$ cat config.mk
export PLATFORM = sky130hd
export DESIGN_NAME = sample_rate_moving_average_flat
export DESIGN_NICKNAME = d
export VERILOG_FILES = /design/src/srma_pkg.sv /design/src/srma_if.sv /design/src/srma_div.sv /design/src/srma_ring.sv /design/src/sample_rate_moving_average.sv /design/src/flat_wrapper.sv
export SDC_FILE = /design/constraint.sdc
export NUM_CORES = 2
export LEC_CHECK = 0
export ABC_AREA = 1
export ABC_CLOCK_PERIOD_IN_PS = 5100
export BUFFER_PORTS_ARGS = -buffer_cell sky130_fd_sc_hd__buf_2
export CAP_MARGIN = 20
export CORE_MARGIN = 8
export CORE_UTILIZATION = 35
export DETAILED_ROUTE_END_ITERATION = 8
export PLACE_DENSITY = 0.54
export SLEW_MARGIN = 10
export SYNTH_ARGS = -nofsm -noshare
export SYNTH_HDL_FRONTEND = slang
export SYNTH_HIERARCHICAL = 1
export SYNTH_SLANG_ARGS = --single-unit
$ cat constraint.sdc
create_clock -name clk_i -period 5.1 [get_ports clk_i]
set_input_delay 1.02 -clock clk_i [delete_from_list [all_inputs] [get_ports clk_i]]
set_output_delay 1.02 -clock clk_i [all_outputs]
set_load 0.02 [all_outputs]
$ cat src/srma_pkg.sv
// shared types and constants for the sample-rate moving-average block
// no dependencies; compile first
`default_nettype none

package srma_pkg;

  // field widths
  localparam int unsigned COUNT_W   = 16;
  localparam int unsigned TIME_W    = 40;
  localparam int unsigned RATE_W    = 32;
  localparam int unsigned WIN_CFG_W = 5;

  // count * 1e6 * 256 (Q24.8 scaling folded into the constant)
  localparam int unsigned SCALE_W = 28;
  localparam logic [SCALE_W-1:0] SCALED_MICRO = 28'd256_000_000;

  // shared divider geometry
  localparam int unsigned NUM_W  = COUNT_W + SCALE_W;
  localparam int unsigned DEN_W  = TIME_W;
  localparam int unsigned DCNT_W = $clog2(NUM_W + 1);

  localparam logic [RATE_W-1:0] RATE_MAX = '1;

  // window length after reset, before clamping to the ring depth
  localparam int unsigned WIN_RESET = 16;

  typedef struct packed {
    logic             start;
    logic [NUM_W-1:0] dividend;
    logic [DEN_W-1:0] divisor;
  } div_req_t;

  typedef struct packed {
    logic             done;
    logic [NUM_W-1:0] quotient;
  } div_rsp_t;

endpackage

`default_nettype wire

$ cat src/srma_if.sv
// valid/ready channel interfaces: input items, result items, window config
// depends on srma_pkg
`default_nettype none

interface srma_in_if;
  logic                                valid;
  logic                                ready;
  logic        [srma_pkg::COUNT_W-1:0] smp_count;
  logic signed [srma_pkg::TIME_W-1:0]  elapsed_us;

  modport source (output valid, output smp_count, output elapsed_us, input ready);
  modport sink   (input valid, input smp_count, input elapsed_us, output ready);
endinterface

interface srma_out_if;
  logic                         valid;
  logic                         ready;
  logic [srma_pkg::RATE_W-1:0]  avg_rate;
  logic                         rejected;

  modport source (output valid, output avg_rate, output rejected, input ready);
  modport sink   (input valid, input avg_rate, input rejected, output ready);
endinterface

interface srma_cfg_if;
  logic                            valid;
  logic                            ready;
  logic [srma_pkg::WIN_CFG_W-1:0]  window_len;

  modport source (output valid, output window_len, input ready);
  modport sink   (input valid, input window_len, output ready);
endinterface

`default_nettype wire

$ cat src/srma_div.sv
// shared restoring divider, one quotient bit per cycle
// depends on srma_pkg
`default_nettype none

module srma_div (
  input  logic               clk_i,
  input  logic               rst_ni,
  input  srma_pkg::div_req_t req_i,
  output srma_pkg::div_rsp_t rsp_o
);
  import srma_pkg::*;

  logic [NUM_W-1:0]  dvd_q;
  logic [DEN_W-1:0]  den_q;
  logic [DEN_W-1:0]  rem_q;
  logic [DCNT_W-1:0] cnt_q;
  logic              busy_q;
  logic              done_q;

  logic [DEN_W:0]    partial;
  logic [DEN_W:0]    diff;
  logic              fits;

  assign partial = {rem_q, dvd_q[NUM_W-1]};
  assign diff    = partial - {1'b0, den_q};
  assign fits    = partial >= {1'b0, den_q};

  always_ff @(posedge clk_i or negedge rst_ni) begin
    if (!rst_ni) begin
      busy_q <= 1'b0;
      done_q <= 1'b0;
      cnt_q  <= '0;
    end else begin
      done_q <= 1'b0;
      if (req_i.start && !busy_q) begin
        busy_q <= 1'b1;
        cnt_q  <= DCNT_W'(NUM_W);
      end else if (busy_q) begin
        cnt_q <= cnt_q - 1'b1;
        if (cnt_q == DCNT_W'(1)) begin
          busy_q <= 1'b0;
          done_q <= 1'b1;
        end
      end
    end
  end

  // dividend register shifts out numerator bits and fills with quotient bits
  always_ff @(posedge clk_i) begin
    if (req_i.start && !busy_q) begin
      dvd_q <= req_i.dividend;
      den_q <= req_i.divisor;
      rem_q <= '0;
    end else if (busy_q) begin
      dvd_q <= {dvd_q[NUM_W-2:0], fits};
      rem_q <= fits ? diff[DEN_W-1:0] : partial[DEN_W-1:0];
    end
  end

  assign rsp_o.done     = done_q;
  assign rsp_o.quotient = dvd_q;

endmodule

`default_nettype wire

$ cat src/srma_ring.sv
// rate history memory with per-entry valid bits; invalid entries read as zero
// depends on srma_pkg
`default_nettype none

module srma_ring #(
  parameter int unsigned Depth = 16,
  parameter int unsigned AddrW = 4
) (
  input  logic                        clk_i,
  input  logic                        rst_ni,
  input  logic                        clear_i,
  input  logic                        rd_en_i,
  input  logic [AddrW-1:0]            rd_addr_i,
  output logic [srma_pkg::RATE_W-1:0] rd_data_o,
  input  logic                        wr_en_i,
  input  logic [AddrW-1:0]            wr_addr_i,
  input  logic [srma_pkg::RATE_W-1:0] wr_data_i
);
  import srma_pkg::*;

  logic [RATE_W-1:0] mem_q [Depth];
  logic [Depth-1:0]  vld_q;
  logic [RATE_W-1:0] rdat_q;
  logic              rvld_q;

  always_ff @(posedge clk_i) begin
    if (wr_en_i) begin
      mem_q[wr_addr_i] <= wr_data_i;
    end
    if (rd_en_i) begin
      rdat_q <= mem_q[rd_addr_i];
    end
  end

  always_ff @(posedge clk_i or negedge rst_ni) begin
    if (!rst_ni) begin
      vld_q  <= '0;
      rvld_q <= 1'b0;
    end else begin
      if (clear_i) begin
        vld_q <= '0;
      end else if (wr_en_i) begin
        vld_q[wr_addr_i] <= 1'b1;
      end
      if (rd_en_i) begin
        rvld_q <= vld_q[rd_addr_i] && !clear_i;
      end
    end
  end

  assign rd_data_o = rvld_q ? rdat_q : '0;

endmodule

`default_nettype wire

$ cat src/sample_rate_moving_average.sv
// top level of the sample-rate moving-average estimator: sequencer and datapath
// depends on srma_pkg, srma_if, srma_div, srma_ring
//
// usage
//   in_ch  : one transfer per report (smp_count, elapsed_us in microseconds)
//   out_ch : one transfer per report (avg_rate in Q24.8 Hz, rejected flag)
//   cfg_ch : writes window_len; always ready, clears the rate history at once;
//            0 or a value above MAX_WINDOW selects MAX_WINDOW
// sequencing
//   an accepted report passes S_LOAD (read the evicted rate and start the
//   shared divider), S_DIVR (rate = product / elapsed, quotient taken when
//   the divider finishes), S_UPD (history update and start of the mean pass,
//   mean = total / entries), S_DIVM and S_FIN (output load, held while
//   out_ch is full); a rejected report (zero count, non-positive interval)
//   goes from acceptance straight to S_FIN; in_ch.ready is high only while
//   idle, so a new report is accepted only after the last has left S_FIN
// reset: history empty, running total zero, window_len = min(16, MAX_WINDOW);
//   no clearing pass, the ring keeps valid bits in flops
// stalls: the result sits in an output register; a new report is accepted
//   while it waits, and its own result holds in the last step until out_ch drains
`default_nettype none

module sample_rate_moving_average #(
  parameter int unsigned MAX_WINDOW = 16
) (
  input  logic          clk_i,
  input  logic          rst_ni,
  srma_in_if.sink       in_ch,
  srma_out_if.source    out_ch,
  srma_cfg_if.sink      cfg_ch
);
  import srma_pkg::*;

  localparam int unsigned PTR_W   = (MAX_WINDOW > 1) ? $clog2(MAX_WINDOW) : 1;
  localparam int unsigned WLEN_W  = $clog2(MAX_WINDOW + 1);
  localparam int unsigned TOT_W   = RATE_W + $clog2(MAX_WINDOW);
  localparam int unsigned WIN_RST = (WIN_RESET > MAX_WINDOW) ? MAX_WINDOW : WIN_RESET;

  // sequencer states
  typedef enum logic [5:0] {
    S_IDLE = 6'b000001,
    S_LOAD = 6'b000010,
    S_DIVR = 6'b000100,
    S_UPD  = 6'b001000,
    S_DIVM = 6'b010000,
    S_FIN  = 6'b100000
  } state_e;

  state_e             state_q, state_d;

  // history bookkeeping
  logic [PTR_W-1:0]   write_pos_q;
  logic               ring_full_q;
  logic [TOT_W-1:0]   total_q;
  logic [WLEN_W-1:0]  window_len_q;

  // per-item working registers
  logic [NUM_W-1:0]   num_q;
  logic [DEN_W-1:0]   den_q;
  logic [RATE_W-1:0]  rate_q;
  logic [RATE_W-1:0]  res_q;
  logic               rej_q;
  logic [PTR_W-1:0]   slot_q;

  // output register
  logic               out_valid_q;
  logic [RATE_W-1:0]  out_avg_q;
  logic               out_rej_q;

  logic               in_xfer;
  logic               cfg_xfer;
  logic               reject_w;
  logic [NUM_W-1:0]   prod_w;
  logic [WLEN_W-1:0]  win_sel;
  logic [PTR_W-1:0]   slot_w;
  logic [WLEN_W:0]    nxt_w;
  logic               wrap_w;
  logic [PTR_W-1:0]   ptr_d;
  logic               full_d;
  logic [WLEN_W-1:0]  used_raw;
  logic [WLEN_W-1:0]  used_w;
  logic [TOT_W-1:0]   total_d;
  logic [RATE_W-1:0]  old_rate;
  logic [RATE_W-1:0]  rate_sat;
  logic               out_load;

  div_req_t           div_req;
  div_rsp_t           div_rsp;

  assign in_ch.ready  = (state_q == S_IDLE);
  assign cfg_ch.ready = 1'b1;
  assign in_xfer      = in_ch.valid && in_ch.ready;
  assign cfg_xfer     = cfg_ch.valid && cfg_ch.ready;

  // zero count or interval <= 0 is rejected up front
  assign reject_w = (in_ch.smp_count == '0) || in_ch.elapsed_us[TIME_W-1] ||
                    (in_ch.elapsed_us == '0);

  assign prod_w = NUM_W'(in_ch.smp_count) * NUM_W'(SCALED_MICRO);

  // out-of-range window requests fall back to the full ring
  assign win_sel = ((cfg_ch.window_len == '0) ||
                    (32'(cfg_ch.window_len) > MAX_WINDOW)) ?
                   WLEN_W'(MAX_WINDOW) : WLEN_W'(cfg_ch.window_len);

  // slot to overwrite, then advance and wrap at window_len
  assign slot_w   = (32'(write_pos_q) >= 32'(window_len_q)) ? '0 : write_pos_q;
  assign nxt_w    = (WLEN_W + 1)'(slot_q) + 1'b1;
  assign wrap_w   = nxt_w >= {1'b0, window_len_q};
  assign ptr_d    = wrap_w ? '0 : PTR_W'(nxt_w);
  assign full_d   = ring_full_q || wrap_w;
  assign used_raw = full_d ? window_len_q : WLEN_W'(ptr_d);
  assign used_w   = (used_raw == '0) ? WLEN_W'(1) : used_raw;

  // drop the evicted rate, add the new one
  assign total_d = total_q - TOT_W'(old_rate) + TOT_W'(rate_q);

  // rate quotient saturates at the Q24.8 maximum
  assign rate_sat = (div_rsp.quotient[NUM_W-1:RATE_W] != '0) ?
                    RATE_MAX : div_rsp.quotient[RATE_W-1:0];

  // the one divider serves the rate pass and the mean pass
  always_comb begin
    div_req.start    = (state_q == S_LOAD) || (state_q == S_UPD);
    div_req.dividend = (state_q == S_LOAD) ? num_q : NUM_W'(total_d);
    div_req.divisor  = (state_q == S_LOAD) ? den_q : DEN_W'(used_w);
  end

  srma_div u_div (
    .clk_i  (clk_i),
    .rst_ni (rst_ni),
    .req_i  (div_req),
    .rsp_o  (div_rsp)
  );

  srma_ring #(
    .Depth (MAX_WINDOW),
    .AddrW (PTR_W)
  ) u_ring (
    .clk_i     (clk_i),
    .rst_ni    (rst_ni),
    .clear_i   (cfg_xfer),
    .rd_en_i   (state_q == S_LOAD),
    .rd_addr_i (slot_w),
    .rd_data_o (old_rate),
    .wr_en_i   (state_q == S_UPD),
    .wr_addr_i (slot_q),
    .wr_data_i (rate_q)
  );

  assign out_load = (state_q == S_FIN) && (!out_valid_q || out_ch.ready);

  always_comb begin
    state_d = state_q;
    unique case (state_q)
      S_IDLE: begin
        if (in_xfer) begin
          state_d = reject_w ? S_FIN : S_LOAD;
        end
      end
      S_LOAD: begin
        state_d = S_DIVR;
      end
      S_DIVR: begin
        if (div_rsp.done) begin
          state_d = S_UPD;
        end
      end
      S_UPD: begin
        state_d = S_DIVM;
      end
      S_DIVM: begin
        if (div_rsp.done) begin
          state_d = S_FIN;
        end
      end
      S_FIN: begin
        if (out_load) begin
          state_d = S_IDLE;
        end
      end
      default: begin
        state_d = S_IDLE;
      end
    endcase
  end

  // control state; a config write wins over the history update
  always_ff @(posedge clk_i or negedge rst_ni) begin
    if (!rst_ni) begin
      state_q      <= S_IDLE;
      write_pos_q  <= '0;
      ring_full_q  <= 1'b0;
      total_q      <= '0;
      window_len_q <= WLEN_W'(WIN_RST);
      out_valid_q  <= 1'b0;
    end else begin
      state_q <= state_d;
      if (cfg_xfer) begin
        window_len_q <= win_sel;
        write_pos_q  <= '0;
        ring_full_q  <= 1'b0;
        total_q      <= '0;
      end else if (state_q == S_UPD) begin
        write_pos_q <= ptr_d;
        ring_full_q <= full_d;
        total_q     <= total_d;
      end
      if (out_load) begin
        out_valid_q <= 1'b1;
      end else if (out_ch.ready) begin
        out_valid_q <= 1'b0;
      end
    end
  end

  // payload registers
  always_ff @(posedge clk_i) begin
    if (in_xfer) begin
      num_q <= prod_w;
      den_q <= DEN_W'(unsigned'(in_ch.elapsed_us));
      rej_q <= reject_w;
      res_q <= '0;
    end
    if (state_q == S_LOAD) begin
      slot_q <= slot_w;
    end
    if ((state_q == S_DIVR) && div_rsp.done) begin
      rate_q <= rate_sat;
    end
    if ((state_q == S_DIVM) && div_rsp.done) begin
      res_q <= div_rsp.quotient[RATE_W-1:0];
    end
    if (out_load) begin
      out_avg_q <= res_q;
      out_rej_q <= rej_q;
    end
  end

  assign out_ch.valid    = out_valid_q;
  assign out_ch.avg_rate = out_avg_q;
  assign out_ch.rejected = out_rej_q;

  // write pointer never leaves the active window
  a_ptr_in_window: assert property (@(posedge clk_i) disable iff (!rst_ni)
    32'(write_pos_q) < 32'(window_len_q))
    else $error("write pointer outside window");

  // divider finishes only while the sequencer waits for it
  a_div_done_expected: assert property (@(posedge clk_i) disable iff (!rst_ni)
    div_rsp.done |-> (state_q == S_DIVR) || (state_q == S_DIVM))
    else $error("divider done in unexpected state");

  // a window write leaves an empty history behind
  a_cfg_clears: assert property (@(posedge clk_i) disable iff (!rst_ni)
    cfg_xfer |=> (write_pos_q == '0) && !ring_full_q && (total_q == '0))
    else $error("history not cleared after window write");

  // rejected results carry a zero rate
  a_reject_zero: assert property (@(posedge clk_i) disable iff (!rst_ni)
    (out_valid_q && out_rej_q) |-> (out_avg_q == '0))
    else $error("rejected result with nonzero rate");

endmodule

`default_nettype wire

$ cat src/flat_wrapper.sv
// flat-port wrapper written by rule: the top's interface ports become plain ports
module sample_rate_moving_average_flat import srma_pkg::*;
#(
  parameter int unsigned MAX_WINDOW = 16
)
  (clk_i, rst_ni, in_ch_valid, in_ch_smp_count, in_ch_elapsed_us, in_ch_ready, out_ch_valid, out_ch_avg_rate, out_ch_rejected, out_ch_ready, cfg_ch_valid, cfg_ch_window_len, cfg_ch_ready);
  srma_in_if in_ch_i ();
  srma_out_if out_ch_i ();
  srma_cfg_if cfg_ch_i ();
  input  logic clk_i;
  input  logic rst_ni;
  input wire logic [$bits(in_ch_i.valid)-1:0] in_ch_valid;
  input wire logic [$bits(in_ch_i.smp_count)-1:0] in_ch_smp_count;
  input wire logic [$bits(in_ch_i.elapsed_us)-1:0] in_ch_elapsed_us;
  output wire logic [$bits(in_ch_i.ready)-1:0] in_ch_ready;
  output wire logic [$bits(out_ch_i.valid)-1:0] out_ch_valid;
  output wire logic [$bits(out_ch_i.avg_rate)-1:0] out_ch_avg_rate;
  output wire logic [$bits(out_ch_i.rejected)-1:0] out_ch_rejected;
  input wire logic [$bits(out_ch_i.ready)-1:0] out_ch_ready;
  input wire logic [$bits(cfg_ch_i.valid)-1:0] cfg_ch_valid;
  input wire logic [$bits(cfg_ch_i.window_len)-1:0] cfg_ch_window_len;
  output wire logic [$bits(cfg_ch_i.ready)-1:0] cfg_ch_ready;
  assign in_ch_i.valid = in_ch_valid;
  assign in_ch_i.smp_count = in_ch_smp_count;
  assign in_ch_i.elapsed_us = in_ch_elapsed_us;
  assign in_ch_ready = in_ch_i.ready;
  assign out_ch_valid = out_ch_i.valid;
  assign out_ch_avg_rate = out_ch_i.avg_rate;
  assign out_ch_rejected = out_ch_i.rejected;
  assign out_ch_i.ready = out_ch_ready;
  assign cfg_ch_i.valid = cfg_ch_valid;
  assign cfg_ch_i.window_len = cfg_ch_window_len;
  assign cfg_ch_ready = cfg_ch_i.ready;
  sample_rate_moving_average #(.MAX_WINDOW(MAX_WINDOW)) u_core (.clk_i(clk_i), .rst_ni(rst_ni), .in_ch(in_ch_i), .out_ch(out_ch_i), .cfg_ch(cfg_ch_i));
endmodule
==> results.py <==
metrics = {
    "outcome": {
        "status": "completed",
    },
    "route": {
        "drt_iter0_markers": 3047,
        "vias": 34009,
        "dr.pass1.iters": 5,
        "route.detailed.drc": 0,
        "wl_per_cell_um": 19.8,
        "detail-route-antenna-nets": 0,
        "drt-total-wl_mm": 137,
        "via_per_inst": 4.92,
    },
    "yosys": {
        "synthTopCellsByArea": "edfxtp_1 (51%), nand2_1 (8.0%), nor2_1 (5.7%)",
        "synth-seq-cells": 918,
        "yosysMostFrequentCell": "nand2_1",
        "synthArstFlopShare_pct": 8.50,
        "synthTopCellsByCount": "nand2_1 (1011), edfxtp_1 (800), nor2_1 (718), inv_1 (717), o21ai_0 (316)",
        "synth_edf_count": 800,
        "syn_area_sq_um": 47300,
        "synth-main-ff-cell": "edfxtp_1",
        "syn-num-nets": 5244,
        "seq_area_frac_synth_pct": 56.7,
        "avgSynthCellArea_sq_um": 9.67,
        "synth_top_cell_by_area": "edfxtp_1",
        "synth_top_area_share_pct": 50.8,
        "yosysWarnings": 6,
        "syn_inst": 4888,
        "ys_types": 51,
    },
    "pwr": {
        "clkPwrFrac_pct": 26.1,
        "p_int_uw": 17500,
        "p_sw_uw": 10300,
        "switching_share_pct": 37.2,
        "power_frac_comb_pct": 37.9,
        "power_density_nw_per_um2": 516,
        "max-vdd-ir-drop_mv": 0.397,
        "cellLeakagePower_uw": 0.0226,
        "seqPwrFrac_pct": 36.0,
    },
    "clock_network": {
        "h-tree-depth": 3,
        "clockRootBuffer": "clkbuf_16",
        "hold_buffers": 0,
        "numClockSinks": 918,
        "cts_setup_buffers": 0,
        "cts_resized": 0,
        "clkTransAtPathRegs_ns": 0.06,
        "tritoncts": "done",
        "clock_path_buffers": 3,
        "clock_latency_ns": 0.74,
        "cts_made_buffers": 99,
    },
    "global_routing": {
        "grt_pass1_wl_mm": 206,
        "grt_max_degree": 118,
        "grt.total_usage_pct": 18.2,
        "grt_pass1_vias": 33251,
        "grt_antenna_before_repair": 2,
        "gr-total-overflow": 0,
    },
    "sta": {
        "relSlewSlack_pct": 20.4,
        "finalHoldViolCount": 0,
        "timing.final.crit_share_pct": 94.8,
        "setup_viol": 0,
        "rsz0062_at_grt": "no",
        "finalMaxSlewViolations": 0,
        "max_freq_mhz": 207,
        "min_period_ns": 4.84,
        "fin_worst_skew_ns": 0.0566,
        "tightest_slew_ns": 1.19,
        "tns_ns": 0,
    },
    "worst_setup_path": {
        "critical_path_class": "primary input to flip-flop",
        "critPathLaunchType": "primary input",
        "end_kind": "flip-flop",
        "required_ns": 5.55,
        "worst-path-max-fanout": 4,
        "cp_data_arrival_time_ns": 5.28,
    },
    "hold_path": {
        "min_path_type": "primary input to async pin",
    },
    "flow_run": {
        "maxCapViolCount": 0,
    },
    "finish": {
        "drive_gt1_share_pct": 9.01,
        "syn2layout_area_growth_pct": 14.2,
        "final_util_pct": 40.0,
        "final_nets": 5397,
    },
    "die": {
        "die_area_sq_um": 147000,
        "core-area_sq_um": 135000,
        "start_util_pct": 35.1,
        "rows": 135,
        "dieWidth_um": 383,
        "die_y_um": 383,
        "num_io_pins": 102,
    },
    "placement": {
        "placement.io_buffers": 100,
        "place_hpwl_mm": 88.7,
        "place_congestion": 0.926,
    },
}
-- through the flow --
| stage | setup WS, ns | instance area (sq um) | power (uW) | instances | hold WS, ns |
|---|---|---|---|---|---|
| floorplan | -0.0688 | 47400 | 17300 | 4888 | 0.400 |
| global placement | -0.453 | 50600 | 20600 | 6718 | 0.404 |
| detailed placement | -0.453 | 50700 | 20600 | 6721 | 0.405 |
| CTS | 0.307 | 53900 | 28000 | 6908 | 0.336 |
| global route | 0.0662 | 53900 | 29700 | 6908 | 0.374 |
| finish | 0.264 | 53900 | 27800 | 6910 | 0.370 |
-- worst paths after layout --
path                                 startpoint                     end  slack (ns)  depth (start not counted)
setup / recovery             in_ch_smp_count[2]        u_core/num_q[38]        0.26                         15
hold / removal                           rst_ni  u_core/window_len_q[1]        0.37                          1
setup reg to reg           u_core/u_ring/rvld_q  u_core/u_div/dvd_q[24]        1.29                         19
hold reg to reg                    u_core/rej_q  u_core/out_ch.rejected        0.38                          0
max in group asynchronous                rst_ni  u_core/u_ring/vld_q[3]        3.74                          2
min in group clk_i                 u_core/rej_q  u_core/out_ch.rejected        0.38                          0
-- cell type report --
class | instances | area [sq um]
inverter | 727 | 2750
clock buffer | 134 | 2730
clock inverter | 53 | 543
sequential | 918 | 26800
fill | 13212 | 80800
antenna | 2 | 5.00
timing repair buffer | 224 | 1600
multi-input combinational | 3071 | 17300
tap | 1781 | 2230
-- worst max-delay path: stages --
cell and delay [ns]:
buf_2 0.13, buf_4 0.14, fa_1 0.47, fa_1 0.50
fa_1 0.57, fa_1 0.42, ha_1 0.32, fa_1 0.51
ha_4 0.30, nand2_1 0.12, nor4_2 0.38, a21o_1 0.20
nand2_1 0.08, nand3_1 0.07, nand2_1 0.06
-- state kept, by name (all words and copies together), names as in the netlist, 30 cells and up --
signal / cells
u_core/u_div/den_q: 40
u_core/res_q: 32
u_core/out_ch.avg_rate: 32
u_core/rate_q: 32
u_core/u_div/dvd_q: 44
u_core/u_ring/rdat_q: 32
u_core/u_div/rem_q: 40
u_core/den_q: 40
u_core/u_ring/mem_q: 512
u_core/total_q: 36
u_core/num_q: 30
-- cell usage in the layout (no fill, tap or decap), drive strengths merged, types with 2 or more instances in the layout --
cell type | synthesis | routed
a21boi | 4 | 4
a21o | 4 | 4
a21oi | 95 | 95
a31oi | 9 | 9
and2 | 3 | 3
buf | 95 | 224
bufinv | 0 | 7
clkbuf | 77 | 134
clkinv | 3 | 42
clkinvlp | 0 | 7
dfrtp | 76 | 76
dfstp | 2 | 2
dfxtp | 40 | 40
diode | 0 | 2
edfxtp | 800 | 800
fa | 88 | 88
ha | 202 | 202
inv | 724 | 724
nand2 | 1022 | 1022
nand3 | 261 | 261
nand3b | 32 | 32
nand4 | 24 | 24
nor2 | 730 | 730
nor3 | 20 | 20
nor4 | 7 | 7
o211ai | 131 | 131
o21a | 3 | 3
o21ai | 340 | 340
o21bai | 9 | 9
o22ai | 15 | 15
or2 | 2 | 2
xnor2 | 42 | 42
xor2 | 23 | 23
-- power by group through the flow --
| stage | clock, uW | combinational (uW) | sequential (uW) |
|---|---|---|---|
| finish | 7270 | 10500 | 10000 |
| global route | 7710 | 11900 | 10100 |
| CTS | 7430 | 10500 | 10000 |
| detailed placement | 0 | 10400 | 10200 |
| global placement | 0 | 10400 | 10200 |
| floorplan | 0 | 7290 | 9970 |
-- cells by family after synthesis --
| logic type | share of synthesized area [%] |
|---|---|
| DFF | 56.7 |
| and+or+nand+nor | 18.2 |
| other | 0.00794 |
| adders and majority gates | 9.08 |
| AOI/OAI and AO/OA | 7.38 |
| xor gates and xnor gates | 1.20 |
| buffers and inverters | 7.50 |
-- layer usage --
layer / GRT usage [%] / share of wire, % / wire, um
met5: 0 / 0.0088 / 12
met4: 4.86 / 2.3 / 3080
met3: 2.46 / 5.6 / 7640
met2: 29.5 / 46 / 63300
met1: 25.6 / 46 / 62700
(Power assumes the default switching activity.)
